## config.mk

```make
export PLATFORM = sky130hd
export DESIGN_NAME = tile_phase_scheduler_unit
export DESIGN_NICKNAME = d
export VERILOG_FILES = /design/src/sv/tps_pkg.sv /design/src/sv/tps_cfg_regs.sv /design/src/sv/tps_phase_core.sv /design/src/sv/tile_phase_scheduler_unit.sv
export SDC_FILE = /design/constraint.sdc
export NUM_CORES = 1
export LEC_CHECK = 0
export BUFFER_PORTS_ARGS = -buffer_cell sky130_fd_sc_hd__buf_2
export CAP_MARGIN = 20
export CELL_PAD_IN_SITES_DETAIL_PLACEMENT = 1
export CELL_PAD_IN_SITES_GLOBAL_PLACEMENT = 2
export CORE_UTILIZATION = 39
export CTS_BUF_LIST = sky130_fd_sc_hd__clkbuf_16
export CTS_CLUSTER_DIAMETER = 80
export CTS_CLUSTER_SIZE = 14
export DETAILED_ROUTE_END_ITERATION = 8
export GPL_TIMING_DRIVEN = 0
export PLACE_DENSITY_LB_ADDON = 0.1
export SKIP_LAST_GASP = 1
export SYNTH_ARGS = -nofsm -noshare
export SYNTH_HDL_FRONTEND = slang
export SYNTH_HIERARCHICAL = 1
export SYNTH_SLANG_ARGS = --single-unit
```

## constraint.sdc

```tcl
create_clock -name clk -period 4.8 [get_ports clk]
set_input_delay 0.96 -clock clk [delete_from_list [all_inputs] [get_ports clk]]
set_output_delay 0.96 -clock clk [all_outputs]
set_load 0.1 [all_outputs]
```

## src/sv/tps_pkg.sv

```systemverilog
// Shared types, codes and helpers for the tile phase scheduler.
// No dependencies; used by every module of the block.
package tps_pkg;

  localparam int unsigned CountW = 16;
  localparam int unsigned TimerW = CountW + 1;
  localparam int unsigned IndexW = 8;

  // Configuration register indexes
  localparam logic [IndexW-1:0] REG_SD_COMP_LEN  = 8'd0;
  localparam logic [IndexW-1:0] REG_SD_DRAIN_LEN = 8'd1;
  localparam logic [IndexW-1:0] REG_SP_COMP_LEN  = 8'd2;
  localparam logic [IndexW-1:0] REG_SP_DRAIN_LEN = 8'd3;
  localparam logic [IndexW-1:0] REG_WORKLOAD     = 8'd4;

  typedef enum logic [2:0] {
    PH_IDLE     = 3'd0,
    PH_SD_COMP  = 3'd1,
    PH_SD_DRAIN = 3'd2,
    PH_SP_COMP  = 3'd3,
    PH_SP_DRAIN = 3'd4
  } phase_t;

  typedef enum logic [1:0] {
    MODE_IDLE  = 2'd0,
    MODE_SDDMM = 2'd1,
    MODE_SPMM  = 2'd2
  } mode_t;

  typedef struct packed {
    logic [CountW-1:0] sd_comp_len;
    logic [CountW-1:0] sd_drain_len;
    logic [CountW-1:0] sp_comp_len;
    logic [CountW-1:0] sp_drain_len;
  } cfg_t;

  typedef struct packed {
    logic              load;
    logic [CountW-1:0] tiles;
  } tile_load_t;

  typedef struct packed {
    logic   engine_en;
    mode_t  engine_op;
    logic   tile_clear;
    logic   clear_datapath;
    phase_t phase;
    logic   done_res;
  } result_t;

  // Timer is a two's complement value from -1 upwards; the phase ends once
  // timer >= count - 1, i.e. timer + 1 >= count with -1 + 1 wrapping to 0.
  function automatic logic reached(logic [TimerW-1:0] timer,
                                   logic [CountW-1:0] count);
    logic [TimerW-1:0] t1;
    t1 = timer + TimerW'(1);
    return t1 >= {1'b0, count};
  endfunction

endpackage

```

## src/sv/tps_cfg_regs.sv

```systemverilog
// Configuration register file of the tile phase scheduler.
// Depends on tps_pkg for the register indexes and the cfg_t / tile_load_t types.
module tps_cfg_regs (
  input  logic                         clk,
  input  logic                         rst,
  input  logic                         wr_en,
  input  logic [tps_pkg::IndexW-1:0]   wr_index,
  input  logic [tps_pkg::CountW-1:0]   wr_data,
  output tps_pkg::cfg_t                cfg,
  output tps_pkg::tile_load_t          tile_load
);

  always_ff @(posedge clk) begin
    if (rst) begin
      cfg.sd_comp_len  <= tps_pkg::CountW'(1);
      cfg.sd_drain_len <= tps_pkg::CountW'(1);
      cfg.sp_comp_len  <= tps_pkg::CountW'(1);
      cfg.sp_drain_len <= tps_pkg::CountW'(1);
    end else if (wr_en) begin
      unique case (wr_index)
        tps_pkg::REG_SD_COMP_LEN:  cfg.sd_comp_len  <= wr_data;
        tps_pkg::REG_SD_DRAIN_LEN: cfg.sd_drain_len <= wr_data;
        tps_pkg::REG_SP_COMP_LEN:  cfg.sp_comp_len  <= wr_data;
        tps_pkg::REG_SP_DRAIN_LEN: cfg.sp_drain_len <= wr_data;
        default: ;
      endcase
    end
  end

  // Workload writes go straight to the phase core as a reload request
  always_comb begin
    tile_load.load  = wr_en && (wr_index == tps_pkg::REG_WORKLOAD);
    tile_load.tiles = wr_data;
  end

endmodule

```

## src/sv/tps_phase_core.sv

```systemverilog
// Phase state, timer and tile counter, with the next-state and control logic.
// Depends on tps_pkg for phase/mode codes, structs and the reached() compare.
module tps_phase_core (
  input  logic                  clk,
  input  logic                  rst,
  input  logic                  step,
  input  logic                  data_ready,
  input  tps_pkg::cfg_t         cfg,
  input  tps_pkg::tile_load_t   tile_load,
  output tps_pkg::result_t      result
);

  tps_pkg::phase_t              phase_reg;
  tps_pkg::phase_t              phase_reg_next;
  logic [tps_pkg::TimerW-1:0]   phase_timer;
  logic [tps_pkg::TimerW-1:0]   phase_timer_next;
  logic [tps_pkg::CountW-1:0]   tiles_left;
  logic [tps_pkg::CountW-1:0]   tiles_left_next;

  always_ff @(posedge clk) begin
    if (rst) begin
      phase_reg   <= tps_pkg::PH_IDLE;
      phase_timer <= '0;
      tiles_left  <= '0;
    end else if (tile_load.load) begin
      phase_reg   <= tps_pkg::PH_IDLE;
      phase_timer <= '0;
      tiles_left  <= tile_load.tiles;
    end else if (step) begin
      phase_reg   <= phase_reg_next;
      phase_timer <= phase_timer_next;
      tiles_left  <= tiles_left_next;
    end
  end

  always_comb begin
    logic [tps_pkg::CountW-1:0] tiles_dec;
    tiles_dec = (tiles_left != '0) ? tiles_left - tps_pkg::CountW'(1) : '0;

    phase_reg_next        = phase_reg;
    phase_timer_next      = phase_timer + tps_pkg::TimerW'(1);
    tiles_left_next       = tiles_left;
    result.engine_en      = 1'b1;
    result.engine_op      = tps_pkg::MODE_IDLE;
    result.tile_clear     = 1'b0;
    result.clear_datapath = 1'b0;

    unique case (phase_reg)
      tps_pkg::PH_SD_COMP: begin
        result.engine_op = tps_pkg::MODE_SDDMM;
        if (tps_pkg::reached(phase_timer, cfg.sd_comp_len)) begin
          phase_reg_next   = tps_pkg::PH_SD_DRAIN;
          phase_timer_next = '0;
        end
      end
      tps_pkg::PH_SD_DRAIN: begin
        result.engine_op = tps_pkg::MODE_SDDMM;
        if (tps_pkg::reached(phase_timer, cfg.sd_drain_len)) begin
          phase_reg_next        = tps_pkg::PH_SP_COMP;
          phase_timer_next      = '1;
          result.engine_op      = tps_pkg::MODE_SPMM;
          result.clear_datapath = 1'b1;
        end
      end
      tps_pkg::PH_SP_COMP: begin
        result.engine_op = tps_pkg::MODE_SPMM;
        if (tps_pkg::reached(phase_timer, cfg.sp_comp_len)) begin
          phase_reg_next   = tps_pkg::PH_SP_DRAIN;
          phase_timer_next = '0;
        end
      end
      tps_pkg::PH_SP_DRAIN: begin
        result.engine_op = tps_pkg::MODE_SPMM;
        if (tps_pkg::reached(phase_timer, cfg.sp_drain_len)) begin
          tiles_left_next = tiles_dec;
          if ((tiles_dec != '0) && data_ready) begin
            phase_reg_next    = tps_pkg::PH_SD_COMP;
            phase_timer_next  = '1;
            result.engine_op  = tps_pkg::MODE_SDDMM;
            result.tile_clear = 1'b1;
          end else begin
            phase_reg_next   = tps_pkg::PH_IDLE;
            phase_timer_next = '0;
            result.engine_en = 1'b0;
            result.engine_op = tps_pkg::MODE_IDLE;
          end
        end
      end
      default: begin
        // idle, and any code that cannot be reached
        phase_reg_next   = tps_pkg::PH_IDLE;
        phase_timer_next = '0;
        result.engine_en = 1'b0;
        if ((tiles_left != '0) && data_ready) begin
          phase_reg_next    = tps_pkg::PH_SD_COMP;
          phase_timer_next  = '1;
          result.engine_en  = 1'b1;
          result.engine_op  = tps_pkg::MODE_SDDMM;
          result.tile_clear = 1'b1;
        end
      end
    endcase

    result.phase    = phase_reg_next;
    result.done_res = (tiles_left_next == '0) && (phase_reg_next == tps_pkg::PH_IDLE);
  end

endmodule

```

## src/sv/tile_phase_scheduler_unit.sv

```systemverilog
// Tile phase scheduler top: steps tiles through idle, SDDMM compute/drain and
// SPMM compute/drain, one tick per input transfer; built on tps_pkg.
// The result of each input transfer is registered in the output register.
// Throughput: one tick per cycle while the sink does not stall; phase state and
// output register load on the same edge, so ticks follow back to back.
// Reset (rst, synchronous): idle, timer and tiles zero, counts one, no result.
module tile_phase_scheduler_unit (
  input  logic                        clk,
  input  logic                        rst,
  // tick input channel
  input  logic                        in_valid,
  output logic                        in_stall,
  input  logic                        data_ready,
  // result channel
  output logic                        out_valid,
  input  logic                        out_stall,
  output logic                        engine_en,
  output logic [1:0]                  engine_op,
  output logic                        tile_clear,
  output logic                        clear_datapath,
  output logic [2:0]                  phase,
  output logic                        done_res,
  // configuration write channel
  input  logic                        cfg_valid,
  output logic                        cfg_ready,
  input  logic [tps_pkg::IndexW-1:0]  cfg_index,
  input  logic [tps_pkg::CountW-1:0]  cfg_data
);

  tps_pkg::cfg_t        cfg;
  tps_pkg::tile_load_t  tile_load;
  tps_pkg::result_t     step_result;
  logic                 in_xfer;
  logic                 out_xfer;

  // Writes always taken; user writes only while block is quiet; not enforced
  assign cfg_ready = 1'b1;

  // Hold the input only while a finished result waits and the sink is stalling
  assign in_stall = out_valid && out_stall;
  assign in_xfer  = in_valid && !in_stall;
  assign out_xfer = out_valid && !out_stall;

  tps_cfg_regs u_cfg_regs (
    .clk       (clk),
    .rst       (rst),
    .wr_en     (cfg_valid && cfg_ready),
    .wr_index  (cfg_index),
    .wr_data   (cfg_data),
    .cfg       (cfg),
    .tile_load (tile_load)
  );

  // Advance the phase state once per accepted tick
  tps_phase_core u_phase_core (
    .clk        (clk),
    .rst        (rst),
    .step       (in_xfer),
    .data_ready (data_ready),
    .cfg        (cfg),
    .tile_load  (tile_load),
    .result     (step_result)
  );

  // Output register: valid flag under reset, payload loads on each tick
  always_ff @(posedge clk) begin
    if (rst) begin
      out_valid <= 1'b0;
    end else if (in_xfer) begin
      out_valid <= 1'b1;
    end else if (out_xfer) begin
      out_valid <= 1'b0;
    end
  end

  always_ff @(posedge clk) begin
    if (in_xfer) begin
      engine_en      <= step_result.engine_en;
      engine_op      <= step_result.engine_op;
      tile_clear     <= step_result.tile_clear;
      clear_datapath <= step_result.clear_datapath;
      phase          <= step_result.phase;
      done_res       <= step_result.done_res;
    end
  end

endmodule
```

==> flow_summary.toml, run 1 <==
[status]
status = "complete, no violations"

[floorplanning]
die_area_um2 = 19800
start_util_pct = 39.9
core_area_um2 = 18800
fp.dieH_um = 141
io_pins = 42
die_w_um = 141
fp-row-count = 50

[critical_path]
cp_top_family = "simple AND/OR/NAND/NOR gates"
rr_startpoint = "u_phase_core/phase_timer[0]"
cp_common_cell = "and3_1"
crit_buf_inv = 1
cpPeakStageDelay_ns = 0.57
critPathLaunchType = "flop"
worst-setup-path-type = "flop to flop"
r2r-end = "done_res"
cp.required_ns = 4.99
ff2ff_setup_slack_ns = 0.15
end_kind = "flop"
crit_chain = "and3_1 -> and3_1 -> and2_1 -> nand2_1 -> xor2_2 -> inv_1 -> ha_1 -> o21ai_0 -> nor2_1 -> o31a_1 -> a2111o_2 -> o21ai_2 -> mux2i_1 -> or4_1 -> nor4_2"
reg2regPathDepth = 15
crit_arrival_ns = 4.85
worstPathMaxFanout = 8
critPathSlowestCell = "a2111o_2"

[sta]
final.setup_skew_ns = 0.00937
finalSetupViolations = 0
fin_crit_sh_pct = 96.9
period_needed_ns = 4.65
max_freq_mhz = 215
tightest_slew_ns = 0.849
final_max_slew_viol_count = 0
hold_ws_ns = 0.478
relSlewSlack_pct = 43.2
setup_ws_ns = 0.147
finalHoldViolations = 0

[synthesis]
synthCells = 856
postSynthAreaPerCell_um2 = 8.74
synth-edff-count = 9
ys_ff_latch = 110
ys_dominant_reg_cell = "dfxtp_1"
ys_async_sr_fraction_pct = 0
syn-num-nets = 952
synth_top_area_share_pct = 27.0
synth-seq-area-share_pct = 30.6
syn_area_um2 = 7480
ys_warn_count = 6
yosysUniqueCellTypes = 75
yosysTopAreaCell = "dfxtp_1"
ys_top_cells_by_area = "dfxtp_1, ha_1, mux2i_1, nand2b_1, inv_1"

[global_route]
use_met2_pct = 41.5
grt_pass1_wl_um = 37300
met3_usage_pct = 3.08
grt_pass1_vias = 6649
overflow = 0
met1_usage_pct = 33.4
grt_max_degree = 21
grt_antenna_before_repair = 0
grt_usage_pct = 24.7
grt.busiest_layer = "met2"

[power_and_ir_drop]
p_int_w = 0.00172
power_frac_seq_pct = 35.7
peakVddDrop_mv = 0.174
cellPowerDensity_nw_per_um2 = 335
power.share.combinational_pct = 36.5
p_clk_share_pct = 27.8
sw_frac_of_total_pct = 39.0
p_leak_nw = 3.62
p_sw_w = 0.00110

[min_path]
min_to = "u_cfg_regs/cfg[20]"
hp-start = "u_cfg_regs/cfg[20]"
hp-class = "flop to flop"
holdPathStages = 2

[cells_and_area]
insertedDiodeCount = 0
regMostFlops = "u_cfg_regs/cfg"
area_growth_pct = 12.6
drive_gt1_share_pct = 15.9
n_fill_cell = 2245
top_regs = "u_cfg_regs/cfg: 64 flops, u_phase_core/phase_timer: 17 flops, u_phase_core/tiles_left: 16 flops"
largest_register_ff_count = 64
num-nets-final = 1008

[placed_design]
dp_slack_ns = -0.664
io_buffers = 40
gp_congestion = 0.888
hpwl_um = 18500

[route]
final_antenna_net_count = 0
drt-wirelength-per-cell_um = 20.3
drc = 0
detail_route.first_pass.iterations = 4
dr.first_iter.drc_count = 222
routed_wl_um = 23400
vias = 6418
routed_via_density = 5.58

[clock_network]
cts_buffers = 9
cts_root_buf = "clkbuf_16"
max-clock-path-buffers = 2
clk_pin_slew_ns = 0.08
h-tree-depth = 3
clk_latency_ns = 0.36
cts.sinks = 110
cts_tree = "yes"

[job]
cap_violations = 0
-- power by group through the flow --
stage	Combinational, W	Sequential, W	Clock (W)
6_report	0.00103	0.00101	0.000786
5_1_grt	0.00112	0.00101	0.000836
4_1_cts	0.00101	0.00100	0.000808
3_5_place_dp	0.000990	0.00102	0
3_3_place_gp	0.000962	0.00102	0
2_1_floorplan	0.000605	0.00112	0
-- final cells by class --
cell class / count / area [um^2] / share of cell area (%)
clock inverters: 6 / 57.6 / 0.683
flip-flops and latches: 110 / 2300 / 27.3
multi-input cells: 604 / 4610 / 54.7
inverters: 86 / 323 / 3.83
clock buffers: 10 / 250 / 2.97
well taps: 234 / 293 / 3.47
repair buffers: 45 / 238 / 2.82
plain buffers: 56 / 360 / 4.28
-- metal layers --
layer | vias to the layer above | share of wire (%) | wire length, um
met4 | 0 | 1.6 | 366
li1 | 3132 | - | -
met3 | 20 | 2.5 | 585
met5 | - | 0 | 0
met1 | 3195 | 48 | 11300
met2 | 71 | 48 | 11100
-- layout by cell type (no fill, tap or decap), types with 27 or more instances in the layout --
master / count
dfxtp_1: 99
inv_1: 85
nand2b_1: 77
mux2i_1: 69
nor2_1: 65
ha_1: 65
buf_2: 42
nor3_1: 29
buf_4: 28
nand2_1: 27
o21ai_0: 27
-- worst reg2reg max path, delay by kind of cell, from the launching register on --
family	cells	cell delay, ns
compound gates	4	1.41
fa+ha+maj	1	0.33
flops	1	0.42
xor+xnor	1	0.27
mux	1	0.20
simple gates	7	1.65
buf+inv	1	0.19
-- what timing repair did --
action	CTS	global route
gates resized for setup	11	11
buffers inserted	2	3
pin swaps	2	3
hold buffers	0	0
setup endpoints to repair	35	29
-- cell usage after synthesis, types with 11 or more instances --
master / count
dfxtp_1: 101
nand3_1: 12
nand2_1: 27
clkbuf_1: 24
a21oi_1: 25
buf_4: 23
nand4_1: 16
mux2i_1: 69
nor3_1: 29
nor2_1: 68
o21ai_0: 27
nand2b_1: 77
ha_1: 66
nor4_1: 11
a211oi_1: 16
xor2_1: 12
inv_1: 85
-- cell families (layout without fill, tap and decap cells) --
family | after synthesis | in the layout | synth area share [%]
AOI/OAI and AO/OA | 150 | 150 | 14.4
xor gates and xnor gates | 21 | 21 | 2.56
adders and majority gates | 67 | 67 | 11.2
buffers and inverters | 142 | 203 | 9.13
DFF | 110 | 110 | 30.6
muxes | 70 | 70 | 9.43
other | 1 | 1 | 0.0501
and+or+nand+nor | 295 | 295 | 22.6
-- worst max-delay path by stage --
stage	start	depth (start not counted)	slack, ns	endpoint
finish	u_phase_core/phase_timer[0]	15	0.15	done_res
global route	u_phase_core/phase_timer[0]	15	-0.04	done_res
CTS	u_phase_core/phase_timer[0]	15	0.004	done_res
detailed placement	u_phase_core/phase_timer[0]	15	-0.66	u_phase_core/phase_timer[2]
global placement	u_phase_core/phase_timer[0]	15	-0.53	u_phase_core/phase_timer[2]
floorplan	u_phase_core/phase_timer[0]	15	0.60	done_res
-- per-stage QoR --
stage          total power, W  area [um^2]  cells  TNS (ns)  utilization (%)
4_1_cts               0.00282         8350   1148         0             44.5
6_report              0.00282         8430   1151         0             44.9
3_5_place_dp          0.00201         7980   1130    -11.38             42.5
3_3_place_gp          0.00198         7980   1130     -7.47             42.5
2_1_floorplan         0.00173         7480    856         0                -
5_1_grt               0.00297         8430   1151   -0.0689             44.9
(Power assumes the default switching activity.)
==> inputs of run 2 (changes only) <==
--- a/config.mk
+++ b/config.mk
@@ -15,7 +15,7 @@
 export CTS_CLUSTER_SIZE = 14
 export DETAILED_ROUTE_END_ITERATION = 8
 export GPL_TIMING_DRIVEN = 0
-export PLACE_DENSITY_LB_ADDON = 0.1
+export PLACE_DENSITY = 0.81
 export SKIP_LAST_GASP = 1
 export SYNTH_ARGS = -nofsm -noshare
 export SYNTH_HDL_FRONTEND = slang
==> flow_summary.toml, run 2 (synthesis results as in run 1) <==
[status]
status = "complete, no violations"

[cells_and_area]
regMostFlops = "u_cfg_regs/cfg"
final_cell_mix = "dfxtp_1, inv_1, nand2b_1"
fin_area_um2 = 8410
final_common_cell = "dfxtp_1"
num-nets-final = 1005
drive_gt1_share_pct = 15.5
insertedDiodeCount = 0
n_fill_cell = 2221
largest_register_ff_count = 64
area_growth_pct = 12.3
top_regs = "u_cfg_regs/cfg: 64 flops, u_phase_core/phase_timer: 17 flops, u_phase_core/tiles_left: 16 flops"
final_cells = 1148

[power_and_ir_drop]
peakVddDrop_mv = 0.172
total_power_w = 0.00285
cellPowerDensity_nw_per_um2 = 339
p_leak_nw = 3.62

[critical_path]
end_kind = "flop"
cp.required_ns = 4.99
rr_startpoint = "u_phase_core/phase_timer[0]"
startpoint = "u_phase_core/phase_timer[0]"
crit_buf_inv = 1
cpPeakStageDelay_ns = 0.48
crit_chain = "ha_2 -> and3_1 -> nand3_2 -> or3_1 -> xor2_1 -> inv_1 -> ha_1 -> nand4_2 -> nor4_1 -> a211o_1 -> a2111o_2 -> o211ai_2 -> mux2_4 -> or4_1 -> nor4_2"
worstPathMaxFanout = 8
crit_cells = 15
cp_top_family = "simple AND/OR/NAND/NOR gates"
reg2regPathDepth = 15
crit_arrival_ns = 4.79
ff2ff_setup_slack_ns = 0.20
critPathLaunchType = "flop"
worst-setup-path-type = "flop to flop"
critPathSlowestCell = "or4_1"

[placed_design]
io_buffers = 40
placed_area_um2 = 7980
hpwl_um = 18200
gp_congestion = 0.889
dp_cells = 1130

[route]
vias = 6373
routed_wl_um = 22800
drc = 0
dr.first_iter.drc_count = 342
routed_via_density = 5.55
drt-wirelength-per-cell_um = 19.8
detail_route.first_pass.iterations = 4
final_antenna_net_count = 0

[global_route]
overflow = 0
grt_usage_pct = 24.2
grt_antenna_before_repair = 0
grt_max_degree = 19
grt_pass1_vias = 6757
grt_pass1_wl_um = 36600

[floorplanning]
die_w_um = 141
core_area_um2 = 18800
fp-row-count = 50
fp.dieH_um = 141
die_area_um2 = 19800
io_pins = 42
start_util_pct = 39.9

[min_path]
hp-class = "flop to flop"
hp-start = "u_cfg_regs/cfg[44]"
holdPathStages = 2

[sta]
max_freq_mhz = 217
finalSetupViolations = 0
tightest_slew_ns = 0.710
final_max_slew_viol_count = 0
fin_crit_sh_pct = 95.8
relSlewSlack_pct = 52.5
final.setup_skew_ns = 0.0117
finalHoldViolations = 0
rsz0062_at_grt = "no"
setup_tns_ns = 0
hold_ws_ns = 0.478
period_needed_ns = 4.60

[clock_network]
cts.sinks = 110
clk_latency_ns = 0.36
h-tree-depth = 3
cts_buffers = 9
max-clock-path-buffers = 2
clk_pin_slew_ns = 0.07
cts_root_buf = "clkbuf_16"
cts_tree = "yes"

[job]
cap_violations = 0
## run 2: cell types whose count changed in the layout (fill, tap and decap cells not counted), moves of 2 or more
cell and change:
bufinv_16 +2, xor2_2 -2, xor2_1 +2, clkinv_4 -2
buf_4 -3, clkinv_2 +2
## run 2: through the flow
stage | util, % | setup slack, ns
3_3_place_gp | 42.5 | -0.433
3_5_place_dp | 42.5 | -0.591
4_1_cts | 44.5 | 0.0199
6_report | 44.8 | 0.200
2_1_floorplan | - | 0.601
5_1_grt | 44.8 | 0.0129
## run 2: worst paths after layout
kind | end
worst min-delay path | u_cfg_regs/cfg[44]
worst min register to register | u_cfg_regs/cfg[44]
worst max register to register | done_res
worst max-delay path | done_res
## run 2: final cells by class
| class | instances | area, um^2 | area share [%] |
|---|---|---|---|
| clock buffer | 9 | 225 | 2.68 |
| clock inverter | 7 | 96.3 | 1.15 |
| tap | 234 | 293 | 3.48 |
| timing repair buffer | 42 | 215 | 2.56 |
| sequential | 110 | 2290 | 27.3 |
| buffer | 56 | 362 | 4.30 |
| inverter | 86 | 323 | 3.84 |
| multi-input combinational | 604 | 4600 | 54.7 |
## run 2: power by group
group	internal, W	leakage, nW	switching, W
Clock	0.000462	0.162	0.000375
Sequential	0.000969	0.907	0.0000367
Combinational	0.000348	2.55	0.000662
Total	0.00178	3.62	0.00107
## run 2: timing repair
action / 4_1_cts / 5_1_grt
setup endpoints to repair: 31 / 27
cloned: 0 / 0
pin swaps: 1 / 1
resized for setup: 8 / 12
setup buffers: 0 / 2
hold buffers: 0 / 0
## run 2: routing by layer
metal / vias up / global-route usage, % / wire (um)
met2: 106 / 40.7 / 10800
met5: - / 0 / 0
met4: 0 / 6.86 / 362
li1: 3123 / - / -
met3: 22 / 3.86 / 1020
met1: 3122 / 31.9 / 10600
## run 2: worst reg2reg max path, delay by kind of cell, from the launching register on
kind / cells / cell delay (ns)
AOI/OAI and AO/OA: 3 / 0.96
xor gates and xnor gates: 1 / 0.20
adders and majority gates: 2 / 0.63
buffers and inverters: 1 / 0.16
DFF: 1 / 0.45
muxes: 1 / 0.32
and+or+nand+nor: 7 / 1.73
==> inputs of run 3 (changes only) <==
--- a/config.mk
+++ b/config.mk
@@ -9,6 +9,7 @@
 export CAP_MARGIN = 20
 export CELL_PAD_IN_SITES_DETAIL_PLACEMENT = 1
 export CELL_PAD_IN_SITES_GLOBAL_PLACEMENT = 2
+export CORE_ASPECT_RATIO = 1.25
 export CORE_UTILIZATION = 39
 export CTS_BUF_LIST = sky130_fd_sc_hd__clkbuf_16
 export CTS_CLUSTER_DIAMETER = 80
==> flow_summary.toml, run 3 (synthesis results as in run 1) <==
[power_and_ir_drop]
p_leak_nw = 3.60
cellPowerDensity_nw_per_um2 = 334
peakVddDrop_mv = 0.187
total_power_w = 0.00279

[critical_path]
critPathSlowestCell = "a2111o_2"
cpPeakStageDelay_ns = 0.56
end_kind = "flop"
cp.required_ns = 4.98
crit_arrival_ns = 4.81
crit_chain = "ha_2 -> and3_1 -> nand3_2 -> inv_1 -> and3_2 -> xnor2_1 -> inv_2 -> ha_1 -> nand4_1 -> nor3_1 -> o31a_1 -> a2111o_2 -> o21ai_2 -> mux2i_1 -> or4_1 -> nor4_2"
worstPathMaxFanout = 8
worst-setup-path-type = "flop to flop"
critPathLaunchType = "flop"

[clock_network]
clk_pin_slew_ns = 0.08
cts_root_buf = "clkbuf_16"
ctsHoldBuffers = 0
clk_latency_ns = 0.36
cts_tree = "yes"
cts.sinks = 110
max-clock-path-buffers = 2
cts_buffers = 9
h-tree-depth = 3

[job]
cap_violations = 0

[sta]
finalSetupViolations = 0
final_max_slew_viol_count = 0
rsz0062_at_grt = "no"
hold_ws_ns = 0.481
fin_crit_sh_pct = 96.4
finalHoldViolations = 0
final.setup_skew_ns = 0.00853
relSlewSlack_pct = 52.7
max_freq_mhz = 216
tightest_slew_ns = 0.704
period_needed_ns = 4.62

[global_route]
overflow = 0
grt_usage_pct = 25.3
grt_pass1_vias = 6721
grt_pass1_wl_um = 37600
grt_max_degree = 22
grt_antenna_before_repair = 0

[cells_and_area]
largest_register_ff_count = 64
multi_input_area_um2 = 4580
insertedDiodeCount = 0
final_cell_mix = "dfxtp_1, inv_1, nand2b_1"
register_area_um2 = 2300
area_growth_pct = 11.7
final_common_cell = "dfxtp_1"
regMostFlops = "u_cfg_regs/cfg"
drive_gt1_share_pct = 15.5
n_fill_cell = 2275
top_regs = "u_cfg_regs/cfg: 64 flops, u_phase_core/phase_timer: 17 flops, u_phase_core/tiles_left: 16 flops"
num-nets-final = 1005

[floorplanning]
start_util_pct = 39.9
io_pins = 42
die_w_um = 126
die_area_um2 = 19800
core_area_um2 = 18800
fp.dieH_um = 157
fp-row-count = 56

[route]
routed_wl_um = 24400
final_antenna_net_count = 0
dr.first_iter.drc_count = 276
routed_via_density = 5.58
drc = 0
vias = 6392
detail_route.first_pass.iterations = 4
drt-wirelength-per-cell_um = 21.3

[min_path]
hp-class = "flop to flop"

[status]
status = "complete, no violations"

[placed_design]
hpwl_um = 19500
io_buffers = 40
gp_congestion = 0.937
-- run 3: area by class of cell --
| cell class | count | area share [%] |
|---|---|---|
| multi-input cells | 604 | 54.7 |
| well taps | 232 | 3.47 |
| clock buffers | 9 | 2.69 |
| plain buffers | 56 | 4.32 |
| flip-flops and latches | 110 | 27.5 |
| clock inverters | 7 | 0.883 |
| repair buffers | 42 | 2.57 |
| inverters | 86 | 3.86 |
-- run 3: where the power goes --
part           internal (W)  total [W]  switching, W  leakage (nW)
registers          0.000970    0.00101     0.0000375         0.908
clock network      0.000373   0.000775      0.000402         0.148
logic              0.000347    0.00101      0.000665          2.54
-- run 3: path summary, 6_finish.rpt --
path	endpoint	slack [ns]	cells after the start	startpoint
worst max-delay path	done_res	0.18	16	u_phase_core/phase_timer[0]
worst min-delay path	u_cfg_regs/cfg[38]	0.48	2	u_cfg_regs/cfg[38]
worst max register to register	done_res	0.18	16	u_phase_core/phase_timer[0]
worst min register to register	u_cfg_regs/cfg[38]	0.48	2	u_cfg_regs/cfg[38]
-- run 3: timing repair --
action	CTS	global route
resized for setup	13	7
endpoints found under the setup margin	32	27
cloned	0	0
pin swaps	2	1
buffers inserted	2	0
-- run 3: layer usage --
layer,track usage (%),part of all wire (%)
met1,28.8,42
met5,0,0
met4,8.43,2.4
met3,2.56,1.7
met2,48.9,54
-- run 3: critical path: cells and delay by family, from the launching register on --
kind,cells,cell delay (ns)
and+or+nand+nor,7,1.60
AOI/OAI and AO/OA,3,1.16
adders and majority gates,2,0.58
DFF,1,0.41
buffers and inverters,2,0.29
muxes,1,0.21
xor gates and xnor gates,1,0.17
-- run 3: per-stage QoR --
stage	utilization, %	setup WS, ns	area (um^2)	cells	setup TNS, ns
after detailed placement	42.5	-0.588	7980	1128	-9.57
after global routing	44.5	0.0234	8360	1146	0
after CTS	44.5	0.00711	8350	1146	0
after floorplan	-	0.601	7480	856	0
final	44.5	0.175	8360	1146	0
after global placement	42.5	-0.507	7980	1128	-7.49
